$ cat config.mk
export PLATFORM = sky130hd
export DESIGN_NAME = bitmap_page_allocator_top
export DESIGN_NICKNAME = d
export VERILOG_FILES = /design/src/rtl/bpa_pkg.sv /design/src/rtl/bpa_bitmap.sv /design/src/rtl/bpa_div.sv /design/src/rtl/bitmap_page_allocator_top.sv
export SDC_FILE = /design/constraint.sdc
export NUM_CORES = 2
export LEC_CHECK = 0
export ABC_AREA = 1
export BUFFER_PORTS_ARGS = -buffer_cell sky130_fd_sc_hd__buf_2
export CAP_MARGIN = 20
export CORE_MARGIN = 2
export CORE_UTILIZATION = 43
export CTS_BUF_LIST = sky130_fd_sc_hd__clkbuf_16
export CTS_CLUSTER_DIAMETER = 100
export DETAILED_ROUTE_END_ITERATION = 7
export PLACE_DENSITY_LB_ADDON = 0.1
export SYNTH_ARGS = -nofsm -noshare
export SYNTH_HDL_FRONTEND = slang
export SYNTH_HIERARCHICAL = 1
export SYNTH_SLANG_ARGS = --single-unit
$ cat constraint.sdc
create_clock -name i_clk -period 31.2 [get_ports i_clk]
set_clock_uncertainty 0.15 [all_clocks]
set_input_delay 3.12 -clock i_clk [delete_from_list [all_inputs] [get_ports i_clk]]
set_output_delay 3.12 -clock i_clk [all_outputs]
set_load 0.01 [all_outputs]
$ cat src/rtl/bpa_pkg.sv
// Shared codes and field widths for the bitmap page allocator.
package bpa_pkg;

    // Fixed field widths
    localparam int TYPE_W  = 3;
    localparam int PCNT_W  = 11;
    localparam int SHIFT_W = 5;
    localparam int STAT_W  = 2;
    localparam int FRAG_W  = 7;
    localparam int CIDX_W  = 2;

    typedef logic [TYPE_W-1:0] t_req_type;
    typedef logic [STAT_W-1:0] t_status;
    typedef logic [CIDX_W-1:0] t_cfg_idx;

    // Request kinds
    localparam t_req_type REQ_ALLOC = 3'd0;
    localparam t_req_type REQ_ALIGN = 3'd1;
    localparam t_req_type REQ_AT    = 3'd2;
    localparam t_req_type REQ_FREE  = 3'd3;
    localparam t_req_type REQ_QUERY = 3'd4;
    localparam t_req_type REQ_STATS = 3'd5;
    localparam t_req_type REQ_RSTAT = 3'd6;
    localparam t_req_type REQ_INIT  = 3'd7;

    // Status codes
    localparam t_status ST_OK    = 2'd0;
    localparam t_status ST_BAD   = 2'd1;
    localparam t_status ST_NOFIT = 2'd2;
    localparam t_status ST_BUSY  = 2'd3;

    // Configuration register indexes
    localparam t_cfg_idx CFG_BASE  = 2'd0;
    localparam t_cfg_idx CFG_SHIFT = 2'd1;
    localparam t_cfg_idx CFG_TOTAL = 2'd2;
    localparam t_cfg_idx CFG_RESV  = 2'd3;

    // Scale for the fragmentation percentage
    localparam int PCT_SCALE = 100;

endpackage

$ cat src/rtl/bpa_bitmap.sv
// One-bit-per-page map memory with one write port and a registered read port.
module bpa_bitmap
    import bpa_pkg::*;
#(
    parameter int DEPTH = 1024,
    parameter int IW    = 10
) (
    input  logic          i_clk,
    input  logic          i_we,
    input  logic [IW-1:0] i_waddr,
    input  logic          i_wdata,
    input  logic [IW-1:0] i_raddr,
    output logic          o_rdata
);

    logic r_mem [DEPTH];
    logic r_rdata;

    // Write one page bit
    always_ff @(posedge i_clk) begin
        if (i_we) begin
            r_mem[i_waddr] <= i_wdata;
        end
    end

    // Read one page bit, registered
    always_ff @(posedge i_clk) begin
        r_rdata <= r_mem[i_raddr];
    end

    assign o_rdata = r_rdata;

endmodule

$ cat src/rtl/bpa_div.sv
// Restoring divider, one quotient bit per cycle.
module bpa_div
    import bpa_pkg::*;
#(
    parameter int DW = 17,
    parameter int VW = 48
) (
    input  logic          i_clk,
    input  logic          i_rst_n,
    input  logic          i_go,
    input  logic [DW-1:0] i_dividend,
    input  logic [VW-1:0] i_divisor,
    output logic          o_busy,
    output logic [DW-1:0] o_quot,
    output logic [VW-1:0] o_rem
);

    localparam int KW = $clog2(DW + 1);

    logic          r_busy;
    logic [KW-1:0] r_cnt;
    logic [DW-1:0] r_q;
    logic [VW:0]   r_r;
    logic [VW-1:0] r_d;
    logic [VW:0]   sh;
    logic          fits;

    // Shift in the next dividend bit and try the subtract
    assign sh   = {r_r[VW-1:0], r_q[DW-1]};
    assign fits = sh >= {1'b0, r_d};

    // Control
    always_ff @(posedge i_clk) begin
        if (!i_rst_n) begin
            r_busy <= 1'b0;
            r_cnt  <= '0;
        end else if (i_go) begin
            r_busy <= 1'b1;
            r_cnt  <= KW'(DW);
        end else if (r_busy) begin
            r_cnt <= r_cnt - KW'(1);
            if (r_cnt == KW'(1)) begin
                r_busy <= 1'b0;
            end
        end
    end

    // Datapath
    always_ff @(posedge i_clk) begin
        if (i_go) begin
            r_q <= i_dividend;
            r_r <= '0;
            r_d <= i_divisor;
        end else if (r_busy) begin
            r_r <= fits ? (sh - {1'b0, r_d}) : sh;
            r_q <= {r_q[DW-2:0], fits};
        end
    end

    assign o_busy = r_busy;
    assign o_quot = r_q;
    assign o_rem  = r_r[VW-1:0];

endmodule

$ cat src/rtl/bitmap_page_allocator_top.sv
// Bitmap page allocator top level: request sequencer, page map and shared divider.
//
//  channel  | signals                                  | handshake
//  ---------+------------------------------------------+------------------------------
//  request  | i_req_type i_page_count i_target_address | i_start & !o_busy
//           | i_alignment_bytes                        |
//  result   | o_status o_result_address ... counters   | o_done, one cycle, no stall
//  config   | i_cfg_index i_cfg_data                   | i_cfg_valid & o_cfg_ready
//
// A request walks the page map one bit at a time through a single read port.
// Plain alloc: a divide for the start page, a scan of up to 2*T pages, each read
// then evaluated, then the run is marked page by page. Aligned alloc adds a second
// divide and rescans each aligned candidate. Stats scan T pages, then a divide.
// Init writes every page. After reset the map is cleared with o_busy high.
// Results are never held off; o_done lasts one cycle.
module bitmap_page_allocator_top
    import bpa_pkg::*;
#(
    parameter int NUM_PAGES  = 1024,
    parameter int ADDR_BITS  = 48,
    parameter int COUNT_BITS = 32
) (
    input  logic                  i_clk,
    input  logic                  i_rst_n,
    input  logic                  i_start,
    output logic                  o_busy,
    input  t_req_type             i_req_type,
    input  logic [PCNT_W-1:0]     i_page_count,
    input  logic [ADDR_BITS-1:0]  i_target_address,
    input  logic [ADDR_BITS-1:0]  i_alignment_bytes,
    output logic                  o_done,
    output t_status               o_status,
    output logic [ADDR_BITS-1:0]  o_result_address,
    output logic                  o_page_is_allocated,
    output logic [PCNT_W-1:0]     o_free_pages,
    output logic [PCNT_W-1:0]     o_used_pages,
    output logic [PCNT_W-1:0]     o_largest_free_run,
    output logic [FRAG_W-1:0]     o_fragmentation_percent,
    output logic [COUNT_BITS-1:0] o_alloc_total,
    output logic [COUNT_BITS-1:0] o_free_total,
    output logic [COUNT_BITS-1:0] o_failure_total,
    input  logic                  i_cfg_valid,
    output logic                  o_cfg_ready,
    input  t_cfg_idx              i_cfg_index,
    input  logic [ADDR_BITS-1:0]  i_cfg_data
);

    localparam int AW = ADDR_BITS;
    localparam int CB = COUNT_BITS;
    localparam int PW = $clog2(NUM_PAGES + 1);
    localparam int IW = $clog2(NUM_PAGES);
    localparam int WW = ((PW > PCNT_W) ? PW : PCNT_W) + 1;
    localparam int XW = AW + PW;
    localparam int VW = (AW > PW) ? AW : PW;
    localparam int DW = $clog2(PCT_SCALE * NUM_PAGES + 1);

    localparam logic [4:0] S_CLR   = 5'd0;
    localparam logic [4:0] S_IDLE  = 5'd1;
    localparam logic [4:0] S_PREP  = 5'd2;
    localparam logic [4:0] S_DIVS  = 5'd3;
    localparam logic [4:0] S_DIVA  = 5'd4;
    localparam logic [4:0] S_PRD   = 5'd5;
    localparam logic [4:0] S_PEV   = 5'd6;
    localparam logic [4:0] S_ASTEP = 5'd7;
    localparam logic [4:0] S_ARD   = 5'd8;
    localparam logic [4:0] S_AEV   = 5'd9;
    localparam logic [4:0] S_CRD   = 5'd10;
    localparam logic [4:0] S_CEV   = 5'd11;
    localparam logic [4:0] S_MARK  = 5'd12;
    localparam logic [4:0] S_FIN   = 5'd13;
    localparam logic [4:0] S_QRD   = 5'd14;
    localparam logic [4:0] S_QEV   = 5'd15;
    localparam logic [4:0] S_LRD   = 5'd16;
    localparam logic [4:0] S_LEV   = 5'd17;
    localparam logic [4:0] S_FDIV  = 5'd18;
    localparam logic [4:0] S_DONE  = 5'd19;

    // Configuration registers
    logic [AW-1:0]      r_base;
    logic [SHIFT_W-1:0] r_shift;
    logic [PCNT_W-1:0]  r_ptotal;
    logic [PCNT_W-1:0]  r_resv;

    // Sequencer state
    logic [4:0]  r_state, n_state;
    t_req_type   r_type, n_type;
    logic [PCNT_W-1:0] r_n, n_n;
    logic [AW-1:0] r_tgt, n_tgt, r_aln, n_aln;
    logic [IW-1:0] r_ss, n_ss;
    logic [PW-1:0] r_free, n_free, r_used, n_used;
    logic [CB-1:0] r_acnt, n_acnt, r_fcnt, n_fcnt, r_xcnt, n_xcnt;
    logic [IW-1:0] r_idx, n_idx, r_ptr, n_ptr, r_s, n_s;
    logic [PW:0]   r_i, n_i;
    logic [WW-1:0] r_c, n_c, r_run, n_run;
    logic [PW-1:0] r_lrg, n_lrg, r_rlim, n_rlim;
    logic [AW-1:0] r_m, n_m;
    logic          r_mval, n_mval, r_from_init, n_from_init;
    t_status       r_status, n_status;
    logic [AW-1:0] r_addr, n_addr;
    logic          r_qbit, n_qbit;
    logic [FRAG_W-1:0] r_frag, n_frag;

    // Datapath helpers
    logic [PW-1:0] t_eff, rclip;
    logic [AW-1:0] pmask, off, ap;
    logic          in_reg, unal, over, align_bad;
    logic [IW-1:0] s_idx;
    logic          mem_we, mem_wdata, bit_rd;
    logic          div_go, div_busy;
    logic [DW-1:0] div_dvd, div_quot;
    logic [VW-1:0] div_dvs, div_rem;
    logic          adv_last;
    logic [IW-1:0] adv_idx;
    logic [AW-1:0] adv_m;
    logic [WW-1:0] run1;
    logic [PW-1:0] lrg1;
    logic [WW-1:0] sum_sn;

    // Effective page total and reserved clip
    always_comb begin
        if (r_ptotal == '0) begin
            t_eff = PW'(1);
        end else if (WW'(r_ptotal) > WW'(NUM_PAGES)) begin
            t_eff = PW'(NUM_PAGES);
        end else begin
            t_eff = PW'(r_ptotal);
        end
        rclip = (WW'(r_resv) > WW'(t_eff)) ? t_eff : PW'(r_resv);
    end

    // Address mapping checks
    assign pmask     = ~({AW{1'b1}} << r_shift);
    assign off       = (r_tgt - r_base) >> r_shift;
    assign in_reg    = (r_tgt >= r_base) && (XW'(off) < XW'(t_eff));
    assign s_idx     = off[IW-1:0];
    assign unal      = (r_tgt & pmask) != '0;
    assign over      = (WW'(s_idx) + WW'(r_n)) > WW'(t_eff);
    assign ap        = r_aln >> r_shift;
    assign align_bad = (r_aln == '0) || ((r_aln & pmask) != '0);
    assign sum_sn    = WW'(r_idx) + WW'(r_n);

    // Next aligned candidate
    always_comb begin
        adv_last = (r_i + (PW+1)'(1)) == (PW+1)'(t_eff);
        adv_idx  = ((PW'(r_idx) + PW'(1)) == t_eff) ? '0 : r_idx + IW'(1);
        if (adv_idx == '0) begin
            adv_m = '0;
        end else begin
            adv_m = ((r_m + AW'(1)) == ap) ? '0 : r_m + AW'(1);
        end
    end

    // Free-run tracking for the stats scan
    assign run1 = bit_rd ? '0 : r_run + WW'(1);
    assign lrg1 = (WW'(r_lrg) < run1) ? PW'(run1) : r_lrg;

    // Map write data
    assign mem_wdata = (r_state == S_CLR) ? (PW'(r_ptr) < r_rlim) : r_mval;

    // Sequencer
    always_comb begin
        logic [WW-1:0] prun;
        logic [WW-1:0] fend;
        n_state = r_state;   n_type = r_type;   n_n = r_n;
        n_tgt = r_tgt;       n_aln = r_aln;     n_ss = r_ss;
        n_free = r_free;     n_used = r_used;
        n_acnt = r_acnt;     n_fcnt = r_fcnt;   n_xcnt = r_xcnt;
        n_idx = r_idx;       n_ptr = r_ptr;     n_s = r_s;
        n_i = r_i;           n_c = r_c;         n_run = r_run;
        n_lrg = r_lrg;       n_rlim = r_rlim;   n_m = r_m;
        n_mval = r_mval;     n_from_init = r_from_init;
        n_status = r_status; n_addr = r_addr;   n_qbit = r_qbit;
        n_frag = r_frag;
        mem_we = 1'b0;
        div_go = 1'b0;
        div_dvd = '0;
        div_dvs = '0;
        prun = ((r_ptr == '0) ? '0 : r_run);
        prun = bit_rd ? '0 : prun + WW'(1);
        fend = WW'(r_ptr) + WW'(1) - WW'(r_n);

        unique case (r_state)
            // Sweep the whole map: reserved pages used, the rest free
            S_CLR: begin
                mem_we = 1'b1;
                if (r_ptr == IW'(NUM_PAGES - 1)) begin
                    n_ptr = '0;
                    n_from_init = 1'b0;
                    if (r_from_init) begin
                        n_free = t_eff - r_rlim;
                        n_used = r_rlim;
                        n_ss = (r_rlim == t_eff) ? '0 : IW'(r_rlim);
                        n_acnt = '0;
                        n_fcnt = '0;
                        n_xcnt = '0;
                        n_state = S_DONE;
                    end else begin
                        n_state = S_IDLE;
                    end
                end else begin
                    n_ptr = r_ptr + IW'(1);
                end
            end
            // Take a request
            S_IDLE: begin
                if (i_start) begin
                    n_type = i_req_type;
                    n_n = i_page_count;
                    n_tgt = i_target_address;
                    n_aln = i_alignment_bytes;
                    n_status = ST_OK;
                    n_addr = '0;
                    n_qbit = 1'b0;
                    n_lrg = '0;
                    n_frag = '0;
                    n_state = S_PREP;
                end
            end
            // Check the request and pick its walk
            S_PREP: begin
                unique case (r_type)
                    REQ_ALLOC, REQ_ALIGN: begin
                        if (r_type == REQ_ALIGN && align_bad) begin
                            n_status = ST_BAD;
                            n_state = S_DONE;
                        end else if (r_n == '0) begin
                            n_status = ST_BAD;
                            n_xcnt = r_xcnt + CB'(1);
                            n_state = S_DONE;
                        end else if (WW'(r_n) > WW'(r_free) || WW'(r_n) > WW'(t_eff)) begin
                            n_status = ST_NOFIT;
                            n_xcnt = r_xcnt + CB'(1);
                            n_state = S_DONE;
                        end else begin
                            div_go = 1'b1;
                            div_dvd = DW'(r_ss);
                            div_dvs = VW'(t_eff);
                            n_state = S_DIVS;
                        end
                    end
                    REQ_AT: begin
                        if (unal || !in_reg || over) begin
                            n_status = ST_BAD;
                            n_state = S_DONE;
                        end else begin
                            n_s = s_idx;
                            n_ptr = s_idx;
                            n_c = '0;
                            n_mval = 1'b1;
                            n_state = (r_n == '0) ? S_FIN : S_CRD;
                        end
                    end
                    REQ_FREE: begin
                        if (r_tgt == '0 || r_n == '0 || unal || !in_reg || over) begin
                            n_status = ST_BAD;
                            n_state = S_DONE;
                        end else begin
                            n_s = s_idx;
                            n_ptr = s_idx;
                            n_c = '0;
                            n_mval = 1'b0;
                            n_state = S_MARK;
                        end
                    end
                    REQ_QUERY: begin
                        if (in_reg) begin
                            n_ptr = s_idx;
                            n_state = S_QRD;
                        end else begin
                            n_status = ST_BAD;
                            n_state = S_DONE;
                        end
                    end
                    REQ_STATS: begin
                        n_ptr = '0;
                        n_run = '0;
                        n_lrg = '0;
                        n_state = S_LRD;
                    end
                    REQ_RSTAT: begin
                        n_acnt = '0;
                        n_fcnt = '0;
                        n_xcnt = '0;
                        n_state = S_DONE;
                    end
                    REQ_INIT: begin
                        n_rlim = rclip;
                        n_ptr = '0;
                        n_from_init = 1'b1;
                        n_state = S_CLR;
                    end
                    default: n_state = S_DONE;
                endcase
            end
            // Start page is ready
            S_DIVS: begin
                if (!div_busy) begin
                    n_i = '0;
                    if (r_type == REQ_ALLOC) begin
                        n_ptr = IW'(div_rem);
                        n_run = '0;
                        n_state = S_PRD;
                    end else begin
                        n_idx = IW'(div_rem);
                        div_go = 1'b1;
                        div_dvd = DW'(IW'(div_rem));
                        div_dvs = VW'(ap);
                        n_state = S_DIVA;
                    end
                end
            end
            // Start page offset within the alignment is ready
            S_DIVA: begin
                if (!div_busy) begin
                    n_m = AW'(div_rem);
                    n_state = S_ASTEP;
                end
            end
            S_PRD: n_state = S_PEV;
            // Next-fit step; runs restart at page zero
            S_PEV: begin
                n_run = prun;
                if (prun == WW'(r_n)) begin
                    n_s = IW'(fend);
                    n_ptr = IW'(fend);
                    n_c = '0;
                    n_mval = 1'b1;
                    n_ss = ((WW'(r_ptr) + WW'(1)) == WW'(t_eff)) ? '0 : r_ptr + IW'(1);
                    n_state = S_MARK;
                end else if ((r_i + (PW+1)'(1)) == ((PW+1)'(t_eff) << 1)) begin
                    n_status = ST_NOFIT;
                    n_xcnt = r_xcnt + CB'(1);
                    n_state = S_DONE;
                end else begin
                    n_i = r_i + (PW+1)'(1);
                    n_ptr = ((PW'(r_ptr) + PW'(1)) == t_eff) ? '0 : r_ptr + IW'(1);
                    n_state = S_PRD;
                end
            end
            // Aligned candidate: check it or move on
            S_ASTEP: begin
                if (r_m == '0) begin
                    n_ptr = r_idx;
                    n_c = '0;
                    n_state = S_ARD;
                end else if (adv_last) begin
                    n_status = ST_NOFIT;
                    n_xcnt = r_xcnt + CB'(1);
                    n_state = S_DONE;
                end else begin
                    n_i = r_i + (PW+1)'(1);
                    n_idx = adv_idx;
                    n_m = adv_m;
                end
            end
            S_ARD: n_state = S_AEV;
            // Walk the run ahead of an aligned candidate
            S_AEV: begin
                if (!bit_rd && (r_c + WW'(1)) == WW'(r_n)) begin
                    n_s = r_idx;
                    n_ptr = r_idx;
                    n_c = '0;
                    n_mval = 1'b1;
                    n_ss = (sum_sn == WW'(t_eff)) ? '0 : IW'(sum_sn);
                    n_state = S_MARK;
                end else if (!bit_rd && (WW'(r_ptr) + WW'(1)) < WW'(t_eff)) begin
                    n_ptr = r_ptr + IW'(1);
                    n_c = r_c + WW'(1);
                    n_state = S_ARD;
                end else if (adv_last) begin
                    n_status = ST_NOFIT;
                    n_xcnt = r_xcnt + CB'(1);
                    n_state = S_DONE;
                end else begin
                    n_i = r_i + (PW+1)'(1);
                    n_idx = adv_idx;
                    n_m = adv_m;
                    n_state = S_ASTEP;
                end
            end
            S_CRD: n_state = S_CEV;
            // Target run must be all free
            S_CEV: begin
                if (bit_rd) begin
                    n_status = ST_BUSY;
                    n_state = S_DONE;
                end else if ((r_c + WW'(1)) == WW'(r_n)) begin
                    n_ptr = r_s;
                    n_c = '0;
                    n_state = S_MARK;
                end else begin
                    n_ptr = r_ptr + IW'(1);
                    n_c = r_c + WW'(1);
                    n_state = S_CRD;
                end
            end
            // Write the run, one page a cycle
            S_MARK: begin
                mem_we = 1'b1;
                if ((r_c + WW'(1)) == WW'(r_n)) begin
                    n_state = S_FIN;
                end else begin
                    n_ptr = r_ptr + IW'(1);
                    n_c = r_c + WW'(1);
                end
            end
            // Update page counts and counters
            S_FIN: begin
                if (r_type == REQ_FREE) begin
                    n_free = ((WW'(r_free) + WW'(r_n)) > WW'(t_eff)) ? t_eff
                           : PW'(WW'(r_free) + WW'(r_n));
                    n_used = (WW'(r_n) > WW'(r_used)) ? '0 : PW'(WW'(r_used) - WW'(r_n));
                    n_fcnt = r_fcnt + CB'(1);
                end else begin
                    n_free = (WW'(r_n) > WW'(r_free)) ? '0 : PW'(WW'(r_free) - WW'(r_n));
                    n_used = ((WW'(r_used) + WW'(r_n)) > WW'(t_eff)) ? t_eff
                           : PW'(WW'(r_used) + WW'(r_n));
                    n_acnt = r_acnt + CB'(1);
                    n_addr = (r_type == REQ_AT) ? r_tgt : r_base + (AW'(r_s) << r_shift);
                end
                n_state = S_DONE;
            end
            S_QRD: n_state = S_QEV;
            S_QEV: begin
                n_qbit = bit_rd;
                n_state = S_DONE;
            end
            S_LRD: n_state = S_LEV;
            // Longest free run over the region
            S_LEV: begin
                n_run = run1;
                n_lrg = lrg1;
                if ((PW'(r_ptr) + PW'(1)) == t_eff) begin
                    if (r_free != '0 && lrg1 != '0 && lrg1 <= r_free) begin
                        div_go = 1'b1;
                        div_dvd = DW'(PCT_SCALE) * DW'(r_free - lrg1);
                        div_dvs = VW'(r_free);
                        n_state = S_FDIV;
                    end else begin
                        n_state = S_DONE;
                    end
                end else begin
                    n_ptr = r_ptr + IW'(1);
                    n_state = S_LRD;
                end
            end
            S_FDIV: begin
                if (!div_busy) begin
                    n_frag = FRAG_W'(div_quot);
                    n_state = S_DONE;
                end
            end
            S_DONE: n_state = S_IDLE;
            default: n_state = S_IDLE;
        endcase
    end

    // Control and state registers
    always_ff @(posedge i_clk) begin
        if (!i_rst_n) begin
            r_state <= S_CLR;
            r_ptr <= '0;
            r_rlim <= '0;
            r_from_init <= 1'b0;
            r_ss <= '0;
            r_free <= '0;
            r_used <= '0;
            r_acnt <= '0;
            r_fcnt <= '0;
            r_xcnt <= '0;
        end else begin
            r_state <= n_state;
            r_ptr <= n_ptr;
            r_rlim <= n_rlim;
            r_from_init <= n_from_init;
            r_ss <= n_ss;
            r_free <= n_free;
            r_used <= n_used;
            r_acnt <= n_acnt;
            r_fcnt <= n_fcnt;
            r_xcnt <= n_xcnt;
        end
    end

    // Payload registers
    always_ff @(posedge i_clk) begin
        r_type <= n_type;
        r_n <= n_n;
        r_tgt <= n_tgt;
        r_aln <= n_aln;
        r_idx <= n_idx;
        r_s <= n_s;
        r_i <= n_i;
        r_c <= n_c;
        r_run <= n_run;
        r_lrg <= n_lrg;
        r_m <= n_m;
        r_mval <= n_mval;
        r_status <= n_status;
        r_addr <= n_addr;
        r_qbit <= n_qbit;
        r_frag <= n_frag;
    end

    // Configuration writes
    always_ff @(posedge i_clk) begin
        if (!i_rst_n) begin
            r_base <= '0;
            r_shift <= SHIFT_W'(12);
            r_ptotal <= PCNT_W'(1024);
            r_resv <= '0;
        end else if (i_cfg_valid) begin
            unique case (i_cfg_index)
                CFG_BASE:  r_base <= i_cfg_data;
                CFG_SHIFT: r_shift <= i_cfg_data[SHIFT_W-1:0];
                CFG_TOTAL: r_ptotal <= i_cfg_data[PCNT_W-1:0];
                CFG_RESV:  r_resv <= i_cfg_data[PCNT_W-1:0];
                default:   r_resv <= r_resv;
            endcase
        end
    end

    bpa_bitmap #(
        .DEPTH (NUM_PAGES),
        .IW    (IW)
    ) u_bitmap (
        .i_clk   (i_clk),
        .i_we    (mem_we),
        .i_waddr (r_ptr),
        .i_wdata (mem_wdata),
        .i_raddr (r_ptr),
        .o_rdata (bit_rd)
    );

    bpa_div #(
        .DW (DW),
        .VW (VW)
    ) u_div (
        .i_clk      (i_clk),
        .i_rst_n    (i_rst_n),
        .i_go       (div_go),
        .i_dividend (div_dvd),
        .i_divisor  (div_dvs),
        .o_busy     (div_busy),
        .o_quot     (div_quot),
        .o_rem      (div_rem)
    );

    // Outputs
    assign o_busy                  = r_state != S_IDLE;
    assign o_done                  = r_state == S_DONE;
    assign o_cfg_ready             = 1'b1;
    assign o_status                = r_status;
    assign o_result_address        = r_addr;
    assign o_page_is_allocated     = r_qbit;
    assign o_free_pages            = PCNT_W'(r_free);
    assign o_used_pages            = PCNT_W'(r_used);
    assign o_largest_free_run      = PCNT_W'(r_lrg);
    assign o_fragmentation_percent = r_frag;
    assign o_alloc_total           = r_acnt;
    assign o_free_total            = r_fcnt;
    assign o_failure_total         = r_xcnt;

`ifndef ASSERT_OFF
    a_done_single: assert property (@(posedge i_clk) disable iff (!i_rst_n)
        o_done |=> !o_done) else $error("result strobe held");
    a_accept_busy: assert property (@(posedge i_clk) disable iff (!i_rst_n)
        (i_start && !o_busy) |=> o_busy) else $error("request not taken");
    a_fail_addr: assert property (@(posedge i_clk) disable iff (!i_rst_n)
        (o_done && o_status != ST_OK) |-> o_result_address == '0)
        else $error("address on failed request");
    a_div_idle: assert property (@(posedge i_clk) disable iff (!i_rst_n)
        (r_state == S_IDLE) |-> !div_busy) else $error("divider busy when idle");
`endif

endmodule

==> run metrics <==
outcome=complete, no violations; Longest Clk Path Bufs=3; final setup TNS=0 ns; VDD IR max=approximately 0.00014 V; Post-Route WL=approximately 440000 um; TritonCTS Buffers=187; WL/cell=26.4 um; Post-synth top flop=edfxtp_1; area of the core=0.236 mm2; HP Start=o_alloc_total[31]; Crit-path slowest cell=inv_1; cts repair resizes=0; pwr dens=82.9 mW/mm2; Post-synth EDFFs=1373; Syn. warnings=6; # setup viols final=0; post-synthesis simple-gate area fraction=30.3%; Gate Count Post-Synth=13100; Worst-path clk slew=roughly 0.060 ns; worst-path fanout max=22; total power=around 9.4 mW; most used cell, CP=nor2_1; IO Count=~350; Hold Path Cell Cnt=1; Post-Syn Nets=13700; DR iter-0 viols=11300; largest family of logic cells by synthesized area=simple AND/OR/NAND/NOR gates; Synth area leader=edfxtp_1; reg2reg path depth=42; Peak Freq=120 MHz; CP max stage delay=0.57 ns; post-synthesis xor/xnor area fraction=roughly 2.5%; complex-gate fraction of the synthesized area=7.54%; TritonCTS clock tree=built; asr flop ratio synth=0%; Setup crit end kind=register; clk sink count=1658; Syn Area/Cell=7.77 um2; Initial Util=43.3%; Period minus WS final=8.34 ns; routed via count=95100; Synth area leaders=edfxtp_1, nand2_1, nand3_1; Hold Path Class=register to register; Max-slew headroom=a little under an eighth; hold path endpoint=o_alloc_total[31]; DIE WIDTH=a little under 500 um; Seq/Total Area, Yosys=46.0%; Overflow after GRT=0; Antenna Nets Post-Route=0; Yosys reg bits=1658; die area=0.241 mm2; Die Ht=between 400 and 500 um; hpwl dp=304000 um; Skew-Pair Late Insertion Delay=0.85 ns; synthesized cell area=0.102 mm2; placed cells=16200; mux contribution to synthesized area=0.402%; Synth top area share=40.4%; Tightest Pin Transition=1.32 ns; P_leak=46.7 nW; R2R Path Start=u_bitmap/o_rdata; setup ws final=roughly 23 ns; DRT Pass-1 Iters=7; Layout area overhead=10.9%; final slew viol count=0; most common cell after layout, fill and taps aside=nand2_1; nets=13800; FF+latch area=0.0470 mm2; vias in the first global route=between 80000 and 90000; endpoints failing hold=0; share of cells above drive strength 1=under 10%; hold buffer count at CTS=0; largest net degree at the start of global routing=267; CP startpoint kind=register; gr usage total=34.9%; worst reg2reg setup slack=22.86 ns; Vias/cell=approximately 5.8; Worst R2R End=u_div/o_quot[16]; routability cong.=between 1 and 1.5; Synth cell types=75; DRC violations left=0; DP Area=0.106 mm2; worst slack at placement=22.95 ns; fillcell total=23700; RSZ-0062 raised after global routing=false; Clk Tree Root Cell=clkbuf_16; maxcap violations=0; crit share post-route=26.7%; crit path DAT=between 8 and 9 ns; Setup Fix Bufs, Post-CTS=0; Rows=178; PortBufs=352; most frequent cells in the layout=nand2_1, nor2_1, nand3_1, inv_1, edfxtp_1; first-pass GRT wire length=around 620000 um; multi-input combinational cell area=around 0.047 mm2; post-layout instance area=0.113 mm2; kind of critical path=register to register; initial antenna violation count=18; Worst Path Required=between 30 and 40 ns; adder-cell share of the synthesized area=4.98%; Post-Layout Cell Count=16500; # H-tree levels=4
[layer usage]
layer | wire length (um) | GRT usage, %
met1 | 177000 | 45.4
met2 | 201000 | 56.9
met3 | 34300 | 5.47
met4 | 23800 | 16.1
met5 | 51 | 0
[how the worst max path moves through the flow]
stage,startpoint,end
2_1_floorplan,r_ptr[2],u_bitmap/r_mem[0]
3_3_place_gp,u_bitmap/o_rdata,u_div/o_quot[16]
3_5_place_dp,u_bitmap/o_rdata,u_div/o_quot[16]
4_1_cts,u_bitmap/o_rdata,u_div/o_quot[16]
5_1_grt,u_bitmap/o_rdata,u_div/o_quot[16]
6_report,u_bitmap/o_rdata,u_div/o_quot[16]
[stage by stage]
step	util [%]	hold slack, ns
5_1_grt	48.0	0.324
3_5_place_dp	45.2	0.291
3_3_place_gp	45.1	0.282
6_report	48.0	0.302
2_1_floorplan	-	0.285
4_1_cts	47.8	0.303
[cell usage after synthesis, types with 7 or more instances]
cell type	number
nor4_1	102
nand3b_1	11
o22ai_1	35
nor3_1	169
buf_4	17
a21o_1	10
a221oi_1	20
nand4_1	199
ha_1	373
xnor2_1	75
nor3b_1	7
o21bai_1	40
o31ai_1	9
o211ai_1	39
buf_1	76
nand2_2	7
or2_2	17
edfxtp_1	1373
clkbuf_1	354
a31oi_1	41
mux2i_1	41
nand3_2	10
xor2_1	214
clkinv_1	7
a21oi_1	487
o21ai_0	514
o21ai_1	11
dfxtp_1	285
a22o_1	10
buf_2	161
o21a_1	17
inv_1	1379
nor2_1	1905
a2111oi_0	10
nand3_1	1577
fa_1	21
nor2_2	21
o2111ai_1	19
nor3_2	10
buf_6	56
inv_2	20
o221ai_1	28
nand2_1	3258
a211oi_1	19
a21boi_0	8
[area by class of cell]
| class | instances | share of cell area (%) |
|---|---|---|
| Inverter | 1409 | 4.71 |
| Timing Repair Buffer | 557 | 3.50 |
| Antenna cell | 11 | 0.0243 |
| Tap cell | 3150 | 3.48 |
| Sequential cell | 1658 | 41.5 |
| Clock inverter | 159 | 1.15 |
| Clock buffer | 189 | 4.18 |
| Multi-Input combinational cell | 9402 | 41.4 |
[logic make-up (layout without fill, tap and decap cells)]
family / after synthesis / after routing
buffers and inverters: 2074 / 2314
other: 1 / 12
and+or+nand+nor: 7324 / 7324
adders and majority gates: 394 / 394
DFF: 1658 / 1658
xor gates and xnor gates: 289 / 289
AOI/OAI and AO/OA: 1353 / 1353
muxes: 41 / 41
[report_power, final]
group,switching [mW],internal (mW)
sequential,0.105,3.22
combinational,2.85,1.02
clock,0.980,1.21
total,3.94,5.45
[flip-flops by register name, summed over array words and instances (netlist names), 12 cells and up]
register          count
o_result_address     48
r_i                  12
o_free_total         32
u_div/r_d            48
r_m                  48
u_div/r_r            48
r_run                12
r_aln                48
u_bitmap/r_mem     1024
r_c                  12
r_tgt                48
u_div/o_quot         17
o_failure_total      32
r_base               48
o_alloc_total        32
[worst max-delay path: cells and delay by family, from the launching register on]
family / cells / cell delay (ns)
compound gates: 9 / 2.18
xor+xnor: 1 / 0.35
fa+ha+maj: 7 / 2.27
buf+inv: 8 / 1.08
flops: 1 / 0.55
simple gates: 17 / 1.49
(Power assumes the default switching activity.)
